[src/rtl/vbfp_pkg.sv]
// ----------------------------------------------------------------------------
// vbfp_pkg
// Shared types and constants for the camera frame parser.
// ----------------------------------------------------------------------------
package vbfp_pkg;

   localparam int BYTE_W   = 8;
   localparam int WORD_W   = 16;
   localparam int STATUS_W = 2;
   localparam int NUM_AVG  = 5;   // signature, x, y, width, height

   localparam logic [BYTE_W-1:0] SYNC_LO = 8'h55;
   localparam logic [BYTE_W-1:0] SYNC_HI = 8'hAA;

   typedef logic [STATUS_W-1:0] status_type;

   localparam status_type ST_OK       = 2'd0;
   localparam status_type ST_SYNC_ERR = 2'd1;
   localparam status_type ST_BAD_BLK1 = 2'd2;
   localparam status_type ST_BAD_BLK2 = 2'd3;

   typedef logic [WORD_W-1:0] word_type;

   typedef struct packed {
      status_type                status;
      logic [NUM_AVG-1:0][WORD_W-1:0] avg;   // index 0 = signature ... 4 = height
   } rsp_type;

endpackage

[src/rtl/vbfp_skid.sv]
// ----------------------------------------------------------------------------
// vbfp_skid
// Two-deep result buffer: output register plus a skid stage.
// ----------------------------------------------------------------------------
module vbfp_skid (
   input  logic             clock,
   input  logic             reset,
   input  logic             push_valid,
   output logic             push_ready,
   input  vbfp_pkg::rsp_type push_data,
   output logic             pop_valid,
   input  logic             pop_ready,
   output vbfp_pkg::rsp_type pop_data
);
   import vbfp_pkg::*;

   logic    out_valid_ff, out_valid_in;
   logic    skid_valid_ff, skid_valid_in;
   rsp_type out_data_ff, out_data_in;
   rsp_type skid_data_ff, skid_data_in;
   logic    pop;

   assign pop        = out_valid_ff & pop_ready;
   assign push_ready = ~skid_valid_ff;
   assign pop_valid  = out_valid_ff;
   assign pop_data   = out_data_ff;

   always_comb begin
      out_valid_in  = out_valid_ff;
      skid_valid_in = skid_valid_ff;
      out_data_in   = out_data_ff;
      skid_data_in  = skid_data_ff;
      if (skid_valid_ff) begin
         if (pop) begin
            out_data_in   = skid_data_ff;
            skid_valid_in = 1'b0;
         end
      end else if (push_valid) begin
         out_valid_in = 1'b1;
         if (!out_valid_ff || pop) begin
            out_data_in = push_data;
         end else begin
            skid_data_in  = push_data;
            skid_valid_in = 1'b1;
         end
      end else if (pop) begin
         out_valid_in = 1'b0;
      end
   end

   always_ff @(posedge clock) begin
      if (reset) begin
         out_valid_ff  <= 1'b0;
         skid_valid_ff <= 1'b0;
      end else begin
         out_valid_ff  <= out_valid_in;
         skid_valid_ff <= skid_valid_in;
      end
      out_data_ff  <= out_data_in;
      skid_data_ff <= skid_data_in;
   end

endmodule

[src/rtl/vision_block_frame_parser.sv]
// ----------------------------------------------------------------------------
// vision_block_frame_parser
// Byte-wide sync/checksum parser for camera block frames.
// ----------------------------------------------------------------------------
// Takes one received byte per cycle (a byte is accepted every cycle unless two
// results are waiting unread). A frame is 55 AA then two blocks of 55 AA plus
// BLOCK_WORDS little-endian words (checksum first). Each attempt ends with one
// result: status plus halved sums of the two stored blocks' data words. A
// result is pushed into the output buffer by the byte that ends the attempt;
// the parser state and a running word sum are updated with each accepted byte,
// so the checksum compare at the last byte is a single add and compare.
module vision_block_frame_parser #(
   parameter int BLOCK_WORDS = 6
) (
   input  logic                          clock,
   input  logic                          reset,
   input  logic                          req_valid,
   output logic                          req_ready,
   input  logic [vbfp_pkg::BYTE_W-1:0]   req_rx_byte,
   output logic                          rsp_valid,
   input  logic                          rsp_ready,
   output logic [vbfp_pkg::STATUS_W-1:0] rsp_status,
   output logic [vbfp_pkg::WORD_W-1:0]   rsp_signature_average,
   output logic [vbfp_pkg::WORD_W-1:0]   rsp_x_average,
   output logic [vbfp_pkg::WORD_W-1:0]   rsp_y_average,
   output logic [vbfp_pkg::WORD_W-1:0]   rsp_width_average,
   output logic [vbfp_pkg::WORD_W-1:0]   rsp_height_average
);
   import vbfp_pkg::*;

   localparam int POS_W = $clog2(2 * BLOCK_WORDS);
   localparam int IDX_W = $clog2(BLOCK_WORDS);
   localparam int SUM_W = WORD_W + $clog2(BLOCK_WORDS);
   localparam logic [POS_W-1:0] LAST_POS = POS_W'(2 * BLOCK_WORDS - 1);

   typedef enum logic [2:0] {
      PH_FRAME_A,
      PH_FRAME_B,
      PH_BLOCK_A,
      PH_BLOCK_B,
      PH_DATA
   } phase_type;

   phase_type         phase_ff, phase_in;
   logic              second_ff, second_in;
   logic [POS_W-1:0]  pos_ff, pos_in;
   logic [BYTE_W-1:0] low_ff, low_in;
   logic [SUM_W-1:0]  sum_ff, sum_in;
   word_type          left_ff [BLOCK_WORDS];
   word_type          left_in [BLOCK_WORDS];
   word_type          right_ff [BLOCK_WORDS];
   word_type          right_in [BLOCK_WORDS];

   logic              accept;
   logic              has_result;
   status_type        res_status;
   logic              wr_en;
   logic [IDX_W-1:0]  wr_idx;
   word_type          word;
   word_type          blk0;
   logic [SUM_W-1:0]  sum_total;
   rsp_type           res;
   rsp_type           rsp_data;
   logic              push_ready;

   assign accept    = req_valid & req_ready;
   assign req_ready = push_ready;
   assign word      = {req_rx_byte, low_ff};
   assign wr_idx    = pos_ff[POS_W-1:1];
   assign blk0      = second_ff ? right_ff[0] : left_ff[0];
   assign sum_total = sum_ff + SUM_W'(word);

   always_comb begin
      phase_in   = phase_ff;
      second_in  = second_ff;
      pos_in     = pos_ff;
      low_in     = low_ff;
      sum_in     = sum_ff;
      has_result = 1'b0;
      res_status = ST_OK;
      wr_en      = 1'b0;
      if (accept) begin
         case (phase_ff)
            PH_FRAME_A: begin
               if (req_rx_byte != SYNC_LO) begin
                  has_result = 1'b1;
                  res_status = ST_SYNC_ERR;
               end else begin
                  phase_in = PH_FRAME_B;
               end
            end
            PH_FRAME_B: begin
               if (req_rx_byte != SYNC_HI) begin
                  has_result = 1'b1;
                  res_status = ST_SYNC_ERR;
               end else begin
                  phase_in = PH_BLOCK_A;
               end
            end
            PH_BLOCK_A: begin
               if (req_rx_byte != SYNC_LO) begin
                  has_result = 1'b1;
                  res_status = ST_SYNC_ERR;
               end else begin
                  phase_in = PH_BLOCK_B;
               end
            end
            PH_BLOCK_B: begin
               if (req_rx_byte != SYNC_HI) begin
                  has_result = 1'b1;
                  res_status = ST_SYNC_ERR;
               end else begin
                  phase_in = PH_DATA;
                  pos_in   = '0;
                  sum_in   = '0;
               end
            end
            PH_DATA: begin
               if (!pos_ff[0]) begin
                  low_in = req_rx_byte;
               end else begin
                  wr_en = 1'b1;
                  // checksum word itself stays out of the running sum
                  if (wr_idx != '0) begin
                     sum_in = sum_total;
                  end
               end
               pos_in = pos_ff + 1'b1;
               if (pos_ff == LAST_POS) begin
                  pos_in = '0;
                  if (sum_total != SUM_W'(blk0)) begin
                     has_result = 1'b1;
                     res_status = second_ff ? ST_BAD_BLK2 : ST_BAD_BLK1;
                  end else if (second_ff) begin
                     has_result = 1'b1;
                     res_status = ST_OK;
                  end else begin
                     second_in = 1'b1;
                     phase_in  = PH_BLOCK_A;
                  end
               end
            end
            default: begin
               phase_in  = PH_FRAME_A;
               second_in = 1'b0;
               pos_in    = '0;
            end
         endcase
         if (has_result) begin
            phase_in  = PH_FRAME_A;
            second_in = 1'b0;
            pos_in    = '0;
         end
      end
   end

   always_comb begin
      left_in  = left_ff;
      right_in = right_ff;
      if (wr_en) begin
         if (second_ff) begin
            right_in[wr_idx] = word;
         end else begin
            left_in[wr_idx] = word;
         end
      end
   end

   // averages come from the stores as they stand after the ending byte
   assign res.status = res_status;
   for (genvar g = 0; g < NUM_AVG; g++) begin : g_avg
      if (g + 1 < BLOCK_WORDS) begin : g_on
         logic [WORD_W:0] pair_sum;
         assign pair_sum   = {1'b0, left_in[g+1]} + {1'b0, right_in[g+1]};
         assign res.avg[g] = pair_sum[WORD_W:1];
      end else begin : g_off
         assign res.avg[g] = '0;
      end
   end

   always_ff @(posedge clock) begin
      if (reset) begin
         phase_ff  <= PH_FRAME_A;
         second_ff <= 1'b0;
         pos_ff    <= '0;
         low_ff    <= '0;
         sum_ff    <= '0;
         for (int i = 0; i < BLOCK_WORDS; i++) begin
            left_ff[i]  <= '0;
            right_ff[i] <= '0;
         end
      end else begin
         phase_ff  <= phase_in;
         second_ff <= second_in;
         pos_ff    <= pos_in;
         low_ff    <= low_in;
         sum_ff    <= sum_in;
         left_ff   <= left_in;
         right_ff  <= right_in;
      end
   end

   vbfp_skid u_skid (
      .clock      (clock),
      .reset      (reset),
      .push_valid (accept & has_result),
      .push_ready (push_ready),
      .push_data  (res),
      .pop_valid  (rsp_valid),
      .pop_ready  (rsp_ready),
      .pop_data   (rsp_data)
   );

   assign rsp_status            = rsp_data.status;
   assign rsp_signature_average = rsp_data.avg[0];
   assign rsp_x_average         = rsp_data.avg[1];
   assign rsp_y_average         = rsp_data.avg[2];
   assign rsp_width_average     = rsp_data.avg[3];
   assign rsp_height_average    = rsp_data.avg[4];

endmodule

[config.mk]
export PLATFORM = sky130hd
export DESIGN_NAME = vision_block_frame_parser
export DESIGN_NICKNAME = d
export VERILOG_FILES = /design/src/rtl/vbfp_pkg.sv /design/src/rtl/vbfp_skid.sv /design/src/rtl/vision_block_frame_parser.sv
export SDC_FILE = /design/constraint.sdc
export NUM_CORES = 1
export LEC_CHECK = 0
export BUFFER_PORTS_ARGS = -buffer_cell sky130_fd_sc_hd__buf_4
export CAP_MARGIN = 5
export CORE_UTILIZATION = 40
export DETAILED_ROUTE_END_ITERATION = 10
export PLACE_DENSITY = 0.55
export SKIP_LAST_GASP = 1
export SLEW_MARGIN = 30
export SYNTH_ARGS = -nofsm -noshare
export SYNTH_HDL_FRONTEND = slang
export SYNTH_SLANG_ARGS = --single-unit
[constraint.sdc]
create_clock -name clock -period 6.4 [get_ports clock]
set_clock_uncertainty 0.05 [all_clocks]
set_input_delay 1.28 -clock clock [delete_from_list [all_inputs] [get_ports clock]]
set_output_delay 1.28 -clock clock [all_outputs]
set_load 0.05 [all_outputs]
==> report_table.html, run 1 <==
<table>
<tr><th>Metric</th><th>Value</th></tr>
<tr><th colspan="2">Timing</th></tr>
<tr><td>Setup WS post-layout</td><td>1050 ps</td></tr>
<tr><td>Highest Clock Rate</td><td>187 MHz</td></tr>
<tr><td>Max-slew headroom at the worst pin</td><td>about two fifths</td></tr>
<tr><td>Setup repair after global routing missed its margin</td><td>false</td></tr>
<tr><td>Max Slew Vio Count</td><td>0</td></tr>
<tr><td>Transition time at the pin with the least slew margin</td><td>roughly 900 ps</td></tr>
<tr><td>Post-route fraction of the period consumed by the critical path</td><td>83.7%</td></tr>
<tr><td>Hold Vio Cnt, Final</td><td>0</td></tr>
<tr><td>Clock period minus final worst setup slack</td><td>between 5000 and 6000 ps</td></tr>
<tr><td>Count of final setup violators</td><td>0</td></tr>
<tr><td>Total negative setup slack</td><td>0 ps</td></tr>
<tr><th colspan="2">Worst setup path</th></tr>
<tr><td>Worst Path Class, Setup</td><td>reg2reg</td></tr>
<tr><td>Series of cell instances along the critical path</td><td>or3b_1, nor3b_2, nor2b_1, buf_4, mux2_2, ha_1, nor3_1, nor2_1, o21ai_0, a21oi_2, a221o_1, a2111oi_2, nor3_1, a21oi_1, xnor2_1, mux2_2</td></tr>
<tr><td>Launching element of the worst setup path</td><td>phase_ff[2]</td></tr>
<tr><td>Register-to-register setup slack</td><td>~1000 ps</td></tr>
<tr><td>Critical path data arrival time</td><td>5630 ps</td></tr>
<tr><td>Path depth of the worst reg2reg path</td><td>16</td></tr>
<tr><td>Data required, critical path</td><td>approximately 6700 ps</td></tr>
<tr><td>Startpoint class of the critical path</td><td>flip-flop</td></tr>
<tr><td>Slowest cell delay on critical path</td><td>630 ps</td></tr>
<tr><td>Kind of capture point of the worst setup path</td><td>flip-flop</td></tr>
<tr><td>Reg2Reg Capture Point</td><td>u_skid.pop_data[78]</td></tr>
<tr><td>Max FO, Critical Path</td><td>14</td></tr>
<tr><td>Slowest cell on the critical path</td><td>sky130_fd_sc_hd__or3b_1</td></tr>
<tr><td>Startpoint of the worst-slack reg-to-reg timing path</td><td>phase_ff[2]</td></tr>
<tr><th colspan="2">Clocking</th></tr>
<tr><td>Clock buffer depth</td><td>3</td></tr>
<tr><td>Clock tree from TritonCTS</td><td>done</td></tr>
<tr><td>Clock latency on the worst-skew pair</td><td>about 570 ps</td></tr>
<tr><td>Post-CTS resize count</td><td>0</td></tr>
<tr><td>Clock H-tree levels</td><td>2</td></tr>
<tr><td>CTS hold repair buffers</td><td>0</td></tr>
<tr><td>Clock slew at the register clock pins of the worst setup and hold paths</td><td>60 ps</td></tr>
<tr><td>Post-CTS Setup Bufs</td><td>0</td></tr>
<tr><td>Number of CTS-inserted buffers</td><td>45</td></tr>
<tr><td>Clock tree root driver cell</td><td>sky130_fd_sc_hd__clkbuf_16</td></tr>
<tr><td>CTS Sinks</td><td>a little under 400</td></tr>
<tr><th colspan="2">Power and ir drop</th></tr>
<tr><td>Combinational group share of total power</td><td>between 6 and 7%</td></tr>
<tr><td>Max VDD drop</td><td>158 µV</td></tr>
<tr><td>Net switching fraction of the power</td><td>between 20% and 30%</td></tr>
<tr><td>Proportion of power drawn by flip-flops and latches</td><td>between 40% and 50%</td></tr>
<tr><td>Fraction of power consumed by the clock network</td><td>46.2%</td></tr>
<tr><td>Standby leakage power</td><td>9.95 nW</td></tr>
<tr><td>Net switching component of the power</td><td>approximately 0.0013 W</td></tr>
<tr><td>Cell internal power dissipation</td><td>about 0.0043 W</td></tr>
<tr><td>Ratio of total power to cell area</td><td>245 nW/µm²</td></tr>
<tr><th colspan="2">Final layout</th></tr>
<tr><td>Final net count</td><td>around 2100</td></tr>
<tr><td>Share of post-route cells with drive strength above 1</td><td>around a fifth</td></tr>
<tr><td>N_diodes</td><td>0</td></tr>
<tr><td>Area added between synthesis and finish</td><td>15.2%</td></tr>
<tr><td>Cell area after layout</td><td>around 23000 µm²</td></tr>
<tr><th colspan="2">Worst hold path</th></tr>
<tr><td>Type of the tightest min-delay check</td><td>reg2reg</td></tr>
<tr><td>Hold path depth</td><td>2</td></tr>
<tr><td>Hold wc startpoint</td><td>right_ff[89]</td></tr>
<tr><td>Hold worst-path end</td><td>right_ff[89]</td></tr>
<tr><th colspan="2">Detailed routing</th></tr>
<tr><td>Post-DRT Antenna Nets</td><td>0</td></tr>
<tr><td>First-pass iteration count of the detailed router</td><td>6</td></tr>
<tr><td>Mean routed wirelength per cell</td><td>18.0 µm</td></tr>
<tr><td>Routed via count</td><td>approximately 14000</td></tr>
<tr><td>DRC viols</td><td>0</td></tr>
<tr><td>Iteration-0 DRC count of the detailed router</td><td>between 700 and 800</td></tr>
<tr><td>Drt total wl</td><td>between 40000 and 50000 µm</td></tr>
<tr><td>Ratio of routed vias to standard cells</td><td>5.23</td></tr>
<tr><th colspan="2">GRT</th></tr>
<tr><td>Fraction of met1 tracks used by global routing</td><td>roughly a quarter</td></tr>
<tr><td>Global route overflow</td><td>0</td></tr>
<tr><td>Grt peak-use layer</td><td>met2</td></tr>
<tr><td>Met2 Usage GRT</td><td>32.5%</td></tr>
<tr><td>Maximum number of pins on one net before global-route repair</td><td>132</td></tr>
<tr><td>Met3 demand-to-capacity share in global routing</td><td>3.55%</td></tr>
<tr><td>Wire length of the first global-routing pass</td><td>77000 µm</td></tr>
<tr><td>GR Util All Layers</td><td>19.4%</td></tr>
<tr><td>Initial antenna violation count</td><td>1</td></tr>
<tr><td>Via count of the first global-routing pass</td><td>13745</td></tr>
<tr><th colspan="2">Synthesis</th></tr>
<tr><td>Leading cell type by number of instances after synthesis</td><td>sky130_fd_sc_hd__nand2_1</td></tr>
<tr><td>Top cells by instance count after synthesis</td><td>sky130_fd_sc_hd__nand2_1 (276), sky130_fd_sc_hd__dfxtp_1 (229), sky130_fd_sc_hd__mux2_2 (171), sky130_fd_sc_hd__edfxtp_1 (164), sky130_fd_sc_hd__nor2b_1 (137)</td></tr>
<tr><td>Part of the Yosys area used for sequential elements</td><td>47.6%</td></tr>
<tr><td>Ys async rst share</td><td>0%</td></tr>
<tr><td>Synth top area cells</td><td>sky130_fd_sc_hd__edfxtp_1 (25%), sky130_fd_sc_hd__dfxtp_1 (23%), sky130_fd_sc_hd__mux2_2 (9.6%)</td></tr>
<tr><td>Cell variety after synth</td><td>86</td></tr>
<tr><td>Syn_nets</td><td>2044</td></tr>
<tr><td>Post-synthesis instance total</td><td>1934</td></tr>
<tr><td>Register bit total from synthesis</td><td>between 300 and 400</td></tr>
<tr><td>Number of enable-type register cells in the synthesized netlist</td><td>164</td></tr>
<tr><td>Most instantiated flip-flop cell in the synthesis netlist</td><td>sky130_fd_sc_hd__dfxtp_1</td></tr>
<tr><td>Avg Inst Size Synth</td><td>about 10 µm²</td></tr>
<tr><td>Synth warn</td><td>0</td></tr>
<tr><td>Cell taking the most area after synthesis</td><td>sky130_fd_sc_hd__edfxtp_1</td></tr>
<tr><td>Area share of the largest cell type after synthesis</td><td>24.7%</td></tr>
<tr><td>Mapped Area</td><td>between 15000 and 20000 µm²</td></tr>
<tr><th colspan="2">Floorplan</th></tr>
<tr><td>Core ar.</td><td>49100 µm²</td></tr>
<tr><td>Overall die width</td><td>between 200 and 250 µm</td></tr>
<tr><td>IO Count</td><td>96</td></tr>
<tr><td>Row count</td><td>81</td></tr>
<tr><td>Starting utilization of the core area</td><td>40.7%</td></tr>
<tr><td>Die Outline Area</td><td>just over 50000 µm²</td></tr>
<tr><td>Die Height</td><td>roughly 230 µm</td></tr>
<tr><th colspan="2">Placed design</th></tr>
<tr><td>Post-placement cell area</td><td>~21000 µm²</td></tr>
<tr><td>Number of port buffers</td><td>95</td></tr>
<tr><td>Post-DP HPWL</td><td>32500 µm</td></tr>
<tr><td>Worst slack at placement</td><td>about 700 ps</td></tr>
<tr><td>Routability Congestion</td><td>between 0.8 and 0.9</td></tr>
<tr><th colspan="2">Flow run</th></tr>
<tr><td>Max-cap check violation count</td><td>0</td></tr>
<tr><th colspan="2">Run status</th></tr>
<tr><td>Run status</td><td>finished, final reports clean</td></tr>
</table>
## area by class of cell
type,count,area (µm²)
fillers,4633,26100
multi-input cells,1419,10000
flip-flops and latches,393,9510
clock buffers,68,1380
repair buffers,140,1060
well taps,664,831
clock inverters,16,134
inverters,21,80.1
## cells by family after synthesis
logic type / count (synthesis) / synth area share (%)
buf+inv: 122 / 2.33
simple gates: 680 / 16.6
xor+xnor: 93 / 4.22
fa+ha+maj: 98 / 6.37
compound gates: 327 / 10.6
flops: 393 / 47.6
mux: 221 / 12.2
## power groups by stage
stage / combinational [W] / sequential (W) / clock [W]
after floorplan: 0.0000987 / 0.00285 / 0
after CTS: 0.000362 / 0.00267 / 0.00267
after global routing: 0.000376 / 0.00267 / 0.00277
after global placement: 0.000360 / 0.00272 / 0
final: 0.000357 / 0.00267 / 0.00260
after detailed placement: 0.000361 / 0.00272 / 0
## placed cells by master, fill, tap and decap left out, types with 5 or more instances in the layout
cell / netlist / final
sky130_fd_sc_hd__a31oi_1: 9 / 9
sky130_fd_sc_hd__and2_1: 6 / 6
sky130_fd_sc_hd__inv_1: 21 / 20
sky130_fd_sc_hd__dfxtp_1: 229 / 227
sky130_fd_sc_hd__a21oi_1: 127 / 127
sky130_fd_sc_hd__nand2_1: 276 / 276
sky130_fd_sc_hd__buf_4: 0 / 139
sky130_fd_sc_hd__xnor2_1: 57 / 57
sky130_fd_sc_hd__edfxtp_1: 164 / 164
sky130_fd_sc_hd__a211oi_1: 13 / 13
sky130_fd_sc_hd__ha_1: 92 / 92
sky130_fd_sc_hd__nand4_1: 8 / 8
sky130_fd_sc_hd__nor2b_1: 137 / 137
sky130_fd_sc_hd__nor3_1: 34 / 34
sky130_fd_sc_hd__clkbuf_16: 0 / 49
sky130_fd_sc_hd__o21a_1: 12 / 12
sky130_fd_sc_hd__o21ai_0: 47 / 47
sky130_fd_sc_hd__nand3_1: 28 / 28
sky130_fd_sc_hd__o21bai_1: 6 / 6
sky130_fd_sc_hd__mux2_2: 171 / 171
sky130_fd_sc_hd__nand2b_1: 15 / 15
sky130_fd_sc_hd__clkbuf_8: 0 / 8
sky130_fd_sc_hd__nor2_1: 119 / 119
sky130_fd_sc_hd__clkbuf_1: 84 / 10
sky130_fd_sc_hd__clkinv_2: 0 / 10
sky130_fd_sc_hd__fa_1: 6 / 6
sky130_fd_sc_hd__o21ai_1: 7 / 7
sky130_fd_sc_hd__and3_1: 9 / 9
sky130_fd_sc_hd__xor2_1: 34 / 34
sky130_fd_sc_hd__mux2i_1: 49 / 49
sky130_fd_sc_hd__or4_1: 5 / 5
sky130_fd_sc_hd__a21o_1: 35 / 35
## sequential cells by signal (all words and copies together) (netlist names), 3 cells and up
name / count
left_ff: 96
low_ff: 8
phase_ff: 3
pos_ff: 4
right_ff: 96
sum_ff: 19
u_skid.pop_data: 82
u_skid.skid_data_ff: 82
## routing by layer
metal / up-vias / part of all wire [%]
li1: 7061 / -
met1: 6871 / 48
met2: 243 / 47
met3: 60 / 3.8
met4: 0 / 1.5
met5: - / 0
## stage by stage
step	hold WS, ps	utilization (%)	power, W	std cells
after floorplan	386	-	0.00295	1934
after global placement	392	43.8	0.00308	2637
after detailed placement	400	43.8	0.00308	2637
after CTS	408	46.9	0.00570	2721
after global routing	422	46.9	0.00582	2721
final	404	46.9	0.00562	2721
## worst max path at each step
stage                                endpoint  slack (ps)  depth (start not counted)
after floorplan            u_skid.pop_data[0]         510                         12
after global placement    u_skid.pop_data[63]         810                         18
after detailed placement  u_skid.pop_data[63]         700                         18
after CTS                 u_skid.pop_data[78]        1060                         16
after global routing      u_skid.pop_data[78]         710                         16
final                     u_skid.pop_data[78]        1050                         16
## worst max-delay path: cells and delay by family (launching register included)
| kind | cells | cell delay, ps |
|---|---|---|
| multiplexers | 2 | 630 |
| XOR/XNOR | 1 | 90 |
| buffers and inverters | 1 | 300 |
| flip-flops | 1 | 520 |
| AO/OA/AOI/OAI | 5 | 1250 |
| adder cells (fa/ha/maj) | 1 | 330 |
| AND/OR/NAND/NOR | 6 | 1920 |
Note: power is estimated with default switching activity, not from simulation.
==> run 2, diff against run 1 <==
- ABC_AREA: default -> 1
- PLACE_DENSITY: 0.55 -> 0.57
- clock period: 6.4 -> 4.5 ns (I/O delays scaled with it)
==> run 2 against run 1 <==
Effect of this change: worst hold slack got worse by 1.2 ps; critical endpoint is now u_skid.skid_data_ff[77]; power grew 51%; area after synthesis grew 4.6%; die area increased by 4.6%; cell count grew 24%; critical path depth up 7; non-clock buffer count up 26; wire length is 3.2% higher; via count grew 18%; first-iteration DRC count rose by 16%; global-route usage shrank 0.19 points; design area rose by 4.9%.
==> report_table.html, run 2 <==
<table>
<tr><th>Metric</th><th>Value</th></tr>
<tr><th colspan="2">Floorplan</th></tr>
<tr><td>Row count</td><td>83 (+2.5%)</td></tr>
<tr><td>Overall die width</td><td>230 µm (+2.3%)</td></tr>
<tr><td>IO Count</td><td>96 (unchanged)</td></tr>
<tr><td>Die Outline Area</td><td>53100 µm² (+4.6%)</td></tr>
<tr><td>Starting utilization of the core area</td><td>40.6% (-0.076 points)</td></tr>
<tr><td>Die Height</td><td>230 µm (+2.3%)</td></tr>
<tr><td>Core ar.</td><td>51400 µm² (+4.8%)</td></tr>
<tr><th colspan="2">Worst setup path</th></tr>
<tr><td>Startpoint class of the critical path</td><td>primary input</td></tr>
<tr><td>Reg2Reg Capture Point</td><td>u_skid.skid_data_ff[77]</td></tr>
<tr><td>Series of cell instances along the critical path</td><td>buf_4, inv_1, nor2_2, nand3_4, nor2_4, nand2_4, inv_1, or2_2, inv_1, a21oi_1, fa_1, nand3_1, nand2_1, nand2_1, nand3_1, a21oi_1, o21bai_1, a21oi_1, o21bai_1, nand3_1, nand2_1, nand2_1, and2_1</td></tr>
<tr><td>Total buffers and inverters traversed by the critical path</td><td>4 (+3)</td></tr>
<tr><td>Slowest cell on the critical path</td><td>sky130_fd_sc_hd__inv_1</td></tr>
<tr><td>Data required, critical path</td><td>4770 ps (-1910 ps)</td></tr>
<tr><td>Worst Path Class, Setup</td><td>in2reg</td></tr>
<tr><td>Family of cells with the greatest summed delay on the critical path</td><td>simple AND/OR/NAND/NOR gates</td></tr>
<tr><td>Register-to-register setup slack</td><td>630 ps (-420 ps)</td></tr>
<tr><td>Dominant cell type by count on the critical path</td><td>sky130_fd_sc_hd__nand2_1</td></tr>
<tr><td>Path depth of the worst reg2reg path</td><td>22 (+6)</td></tr>
<tr><td>Startpoint of the worst-slack reg-to-reg timing path</td><td>phase_ff[2]</td></tr>
<tr><td>Kind of capture point of the worst setup path</td><td>flip-flop</td></tr>
<tr><td>Max FO, Critical Path</td><td>16 (+2)</td></tr>
<tr><td>Slowest cell delay on critical path</td><td>330 ps (-300 ps)</td></tr>
<tr><td>Critical path data arrival time</td><td>4150 ps (-1480 ps)</td></tr>
<tr><th colspan="2">Detailed routing</th></tr>
<tr><td>First-pass iteration count of the detailed router</td><td>5 (-1)</td></tr>
<tr><td>Post-DRT Antenna Nets</td><td>0 (unchanged)</td></tr>
<tr><td>Mean routed wirelength per cell</td><td>15.0 µm (-17%)</td></tr>
<tr><td>Routed via count</td><td>16791 (+18%)</td></tr>
<tr><td>DRC viols</td><td>0 (unchanged)</td></tr>
<tr><td>Iteration-0 DRC count of the detailed router</td><td>917 (+16%)</td></tr>
<tr><td>Ratio of routed vias to standard cells</td><td>4.98 (-4.8%)</td></tr>
<tr><td>Drt total wl</td><td>50400 µm (+3.2%)</td></tr>
<tr><th colspan="2">Power and ir drop</th></tr>
<tr><td>Max VDD drop</td><td>264 µV (+67%)</td></tr>
<tr><td>Ratio of total power to cell area</td><td>352 nW/µm² (+44%)</td></tr>
<tr><td>Standby leakage power</td><td>11.3 nW (+14%)</td></tr>
<tr><th colspan="2">Final layout</th></tr>
<tr><td>Largest registers</td><td>left_ff: 96 flops, right_ff: 96 flops</td></tr>
<tr><td>Final net count</td><td>2765 (+30%)</td></tr>
<tr><td>Share of post-route cells with drive strength above 1</td><td>16.0% (-4.0 points)</td></tr>
<tr><td>Total of fill cells in the finished design</td><td>4979 (+7.5%)</td></tr>
<tr><td>Leading cell types in the layout, fill and taps excluded</td><td>sky130_fd_sc_hd__nand2_1 (589), sky130_fd_sc_hd__inv_1 (309), sky130_fd_sc_hd__a21oi_1 (303)</td></tr>
<tr><td>Commonest non-fill, non-tap cell in the layout</td><td>sky130_fd_sc_hd__nand2_1</td></tr>
<tr><td>Cell area after layout</td><td>24100 µm² (+4.9%)</td></tr>
<tr><td>Post-layout util</td><td>46.9% (about the same)</td></tr>
<tr><td>Area added between synthesis and finish</td><td>15.5%</td></tr>
<tr><td>N_diodes</td><td>0 (unchanged)</td></tr>
<tr><th colspan="2">Synthesis</th></tr>
<tr><td>Cell variety after synth</td><td>42 (-51%)</td></tr>
<tr><td>Number of enable-type register cells in the synthesized netlist</td><td>164 (unchanged)</td></tr>
<tr><td>Synth top area cells</td><td>sky130_fd_sc_hd__edfxtp_1 (24%), sky130_fd_sc_hd__dfxtp_1 (22%), sky130_fd_sc_hd__nand2_1 (11%)</td></tr>
<tr><td>Top cells by instance count after synthesis</td><td>sky130_fd_sc_hd__nand2_1 (590), sky130_fd_sc_hd__inv_1 (311), sky130_fd_sc_hd__a21oi_1 (304), sky130_fd_sc_hd__dfxtp_1 (229), sky130_fd_sc_hd__edfxtp_1 (164)</td></tr>
<tr><td>Most instantiated flip-flop cell in the synthesis netlist</td><td>sky130_fd_sc_hd__dfxtp_1</td></tr>
<tr><td>Register bit total from synthesis</td><td>393 (unchanged)</td></tr>
<tr><td>Syn_nets</td><td>2683 (+31%)</td></tr>
<tr><td>Leading cell type by number of instances after synthesis</td><td>sky130_fd_sc_hd__nand2_1</td></tr>
<tr><td>Mapped Area</td><td>20900 µm² (+4.6%)</td></tr>
<tr><td>Ys async rst share</td><td>0% (unchanged)</td></tr>
<tr><td>Area share of the largest cell type after synthesis</td><td>23.6% (-1.1 points)</td></tr>
<tr><td>Part of the Yosys area used for sequential elements</td><td>45.5% (-2.1 points)</td></tr>
<tr><td>Cell taking the most area after synthesis</td><td>sky130_fd_sc_hd__edfxtp_1</td></tr>
<tr><td>Avg Inst Size Synth</td><td>8.11 µm² (-21%)</td></tr>
<tr><td>Synth warn</td><td>0 (unchanged)</td></tr>
<tr><td>Post-synthesis instance total</td><td>2573 (+33%)</td></tr>
<tr><th colspan="2">Timing</th></tr>
<tr><td>Hold_ws</td><td>403 ps (-1.17 ps)</td></tr>
<tr><td>Hold Vio Cnt, Final</td><td>0 (unchanged)</td></tr>
<tr><td>Max Slew Vio Count</td><td>0 (unchanged)</td></tr>
<tr><td>Setup repair after global routing missed its margin</td><td>false</td></tr>
<tr><td>Total negative setup slack</td><td>0 ps (unchanged)</td></tr>
<tr><td>Highest Clock Rate</td><td>approximately 260 MHz</td></tr>
<tr><td>Clock period minus final worst setup slack</td><td>about 3900 ps</td></tr>
<tr><td>Max-slew headroom at the worst pin</td><td>36.0% (-3.8 points)</td></tr>
<tr><td>Count of final setup violators</td><td>0 (unchanged)</td></tr>
<tr><td>Transition time at the pin with the least slew margin</td><td>959 ps (+55.4 ps)</td></tr>
<tr><td>Post-route fraction of the period consumed by the critical path</td><td>a little under nine tenths</td></tr>
<tr><th colspan="2">Clocking</th></tr>
<tr><td>Clock tree from TritonCTS</td><td>done</td></tr>
<tr><td>CTS hold repair buffers</td><td>0 (unchanged)</td></tr>
<tr><td>Clock tree root driver cell</td><td>sky130_fd_sc_hd__clkbuf_16</td></tr>
<tr><td>Clock buffer depth</td><td>3 (unchanged)</td></tr>
<tr><td>Clock latency on the worst-skew pair</td><td>580 ps (about the same)</td></tr>
<tr><td>Clock slew at the register clock pins of the worst setup and hold paths</td><td>60 ps (about the same)</td></tr>
<tr><td>Clock H-tree levels</td><td>2 (unchanged)</td></tr>
<tr><td>Number of CTS-inserted buffers</td><td>45 (unchanged)</td></tr>
<tr><td>CTS Sinks</td><td>393 (unchanged)</td></tr>
<tr><td>Post-CTS resize count</td><td>0 (unchanged)</td></tr>
<tr><td>Post-CTS Setup Bufs</td><td>0 (unchanged)</td></tr>
<tr><th colspan="2">Worst hold path</th></tr>
<tr><td>Type of the tightest min-delay check</td><td>reg2reg</td></tr>
<tr><td>Hold path depth</td><td>2 (unchanged)</td></tr>
<tr><td>Hold worst-path end</td><td>right_ff[93]</td></tr>
<tr><td>Hold wc startpoint</td><td>right_ff[93]</td></tr>
<tr><th colspan="2">Placed design</th></tr>
<tr><td>Number of port buffers</td><td>95 (unchanged)</td></tr>
<tr><td>Post-DP HPWL</td><td>34600 µm (+6.7%)</td></tr>
<tr><td>Routability Congestion</td><td>0.870 (+0.90%)</td></tr>
<tr><td>Post-placement cell area</td><td>22600 µm² (+5.2%)</td></tr>
<tr><th colspan="2">GRT</th></tr>
<tr><td>Via count of the first global-routing pass</td><td>16126 (+17%)</td></tr>
<tr><td>Maximum number of pins on one net before global-route repair</td><td>153 (+16%)</td></tr>
<tr><td>GR Util All Layers</td><td>19.2% (-0.19 points)</td></tr>
<tr><td>Initial antenna violation count</td><td>0 (-1)</td></tr>
<tr><td>Wire length of the first global-routing pass</td><td>82700 µm (+7.5%)</td></tr>
<tr><td>Global route overflow</td><td>0 (unchanged)</td></tr>
<tr><th colspan="2">Flow run</th></tr>
<tr><td>Max-cap check violation count</td><td>0 (unchanged)</td></tr>
<tr><th colspan="2">Run status</th></tr>
<tr><td>Run status</td><td>finished, final reports clean</td></tr>
</table>
[run 2: worst max path at each step]
stage,start,to,slack (ps),cells past startpoint
final,req_valid,u_skid.skid_data_ff[77],620,23
after global routing,phase_ff[2],u_skid.skid_data_ff[77],300,22
after CTS,phase_ff[2],u_skid.skid_data_ff[77],650,22
after detailed placement,req_valid,u_skid.skid_data_ff[77],60,23
after global placement,req_valid,u_skid.skid_data_ff[77],170,23
after floorplan,req_rx_byte[4],u_skid.pop_data[0],150,18
[run 2: per-stage QoR]
stage	worst slack [ps]	total power, W	std cells
6_report	621	0.00848	3372
5_1_grt	302	0.00879	3372
4_1_cts	648	0.00860	3372
3_5_place_dp	60.9	0.00478	3288
3_3_place_gp	169	0.00477	3288
2_1_floorplan	151	0.00448	2573
[run 2: cell type report]
type | count | area (µm²) | share of cell area, %
Multi-Input combinational cell | 1735 | 9700 | 40.2
Sequential cell | 393 | 9510 | 39.4
Tap cell | 680 | 851 | 3.53
Clock inverter | 28 | 305 | 1.27
Clock buffer | 56 | 1220 | 5.06
Timing Repair Buffer | 166 | 1350 | 5.61
Inverter | 314 | 1180 | 4.90
[run 2: worst min-delay path: cells and delay by family (launching register included)]
kind            cells  cell delay (ps)
compound gates      1               50
buf+inv             1               60
flops               1              300
[run 2: cell families (layout without fill, tap and decap cells)]
kind of cell / after synthesis / count (layout) / synth area share, %
adders and majority gates: 98 / 98 / 6.09
DFF: 393 / 393 / 45.5
xor gates and xnor gates: 60 / 60 / 2.62
buffers and inverters: 445 / 564 / 8.08
and+or+nand+nor: 1016 / 1016 / 22.0
AOI/OAI and AO/OA: 561 / 561 / 15.6
[run 2: where the power goes]
| part | total, W | internal [W] | leakage (nW) | switching (W) |
|---|---|---|---|---|
| Sequential | 0.00386 | 0.00382 | 3.45 | 0.0000427 |
| Clock | 0.00379 | 0.00232 | 0.743 | 0.00147 |
| Combinational | 0.000837 | 0.000213 | 7.13 | 0.000625 |
| Total | 0.00848 | 0.00635 | 11.3 | 0.00214 |
[run 2: per-layer routing]
| metal | vias to the layer above | GRT usage, % | wire (µm) |
|---|---|---|---|
| met3 | 74 | 2.71 | 1810 |
| met5 | - | 0 | 0 |
| met4 | 0 | 5.50 | 1190 |
| met1 | 7746 | 25.9 | 24200 |
| li1 | 8693 | - | - |
| met2 | 278 | 31.9 | 23200 |
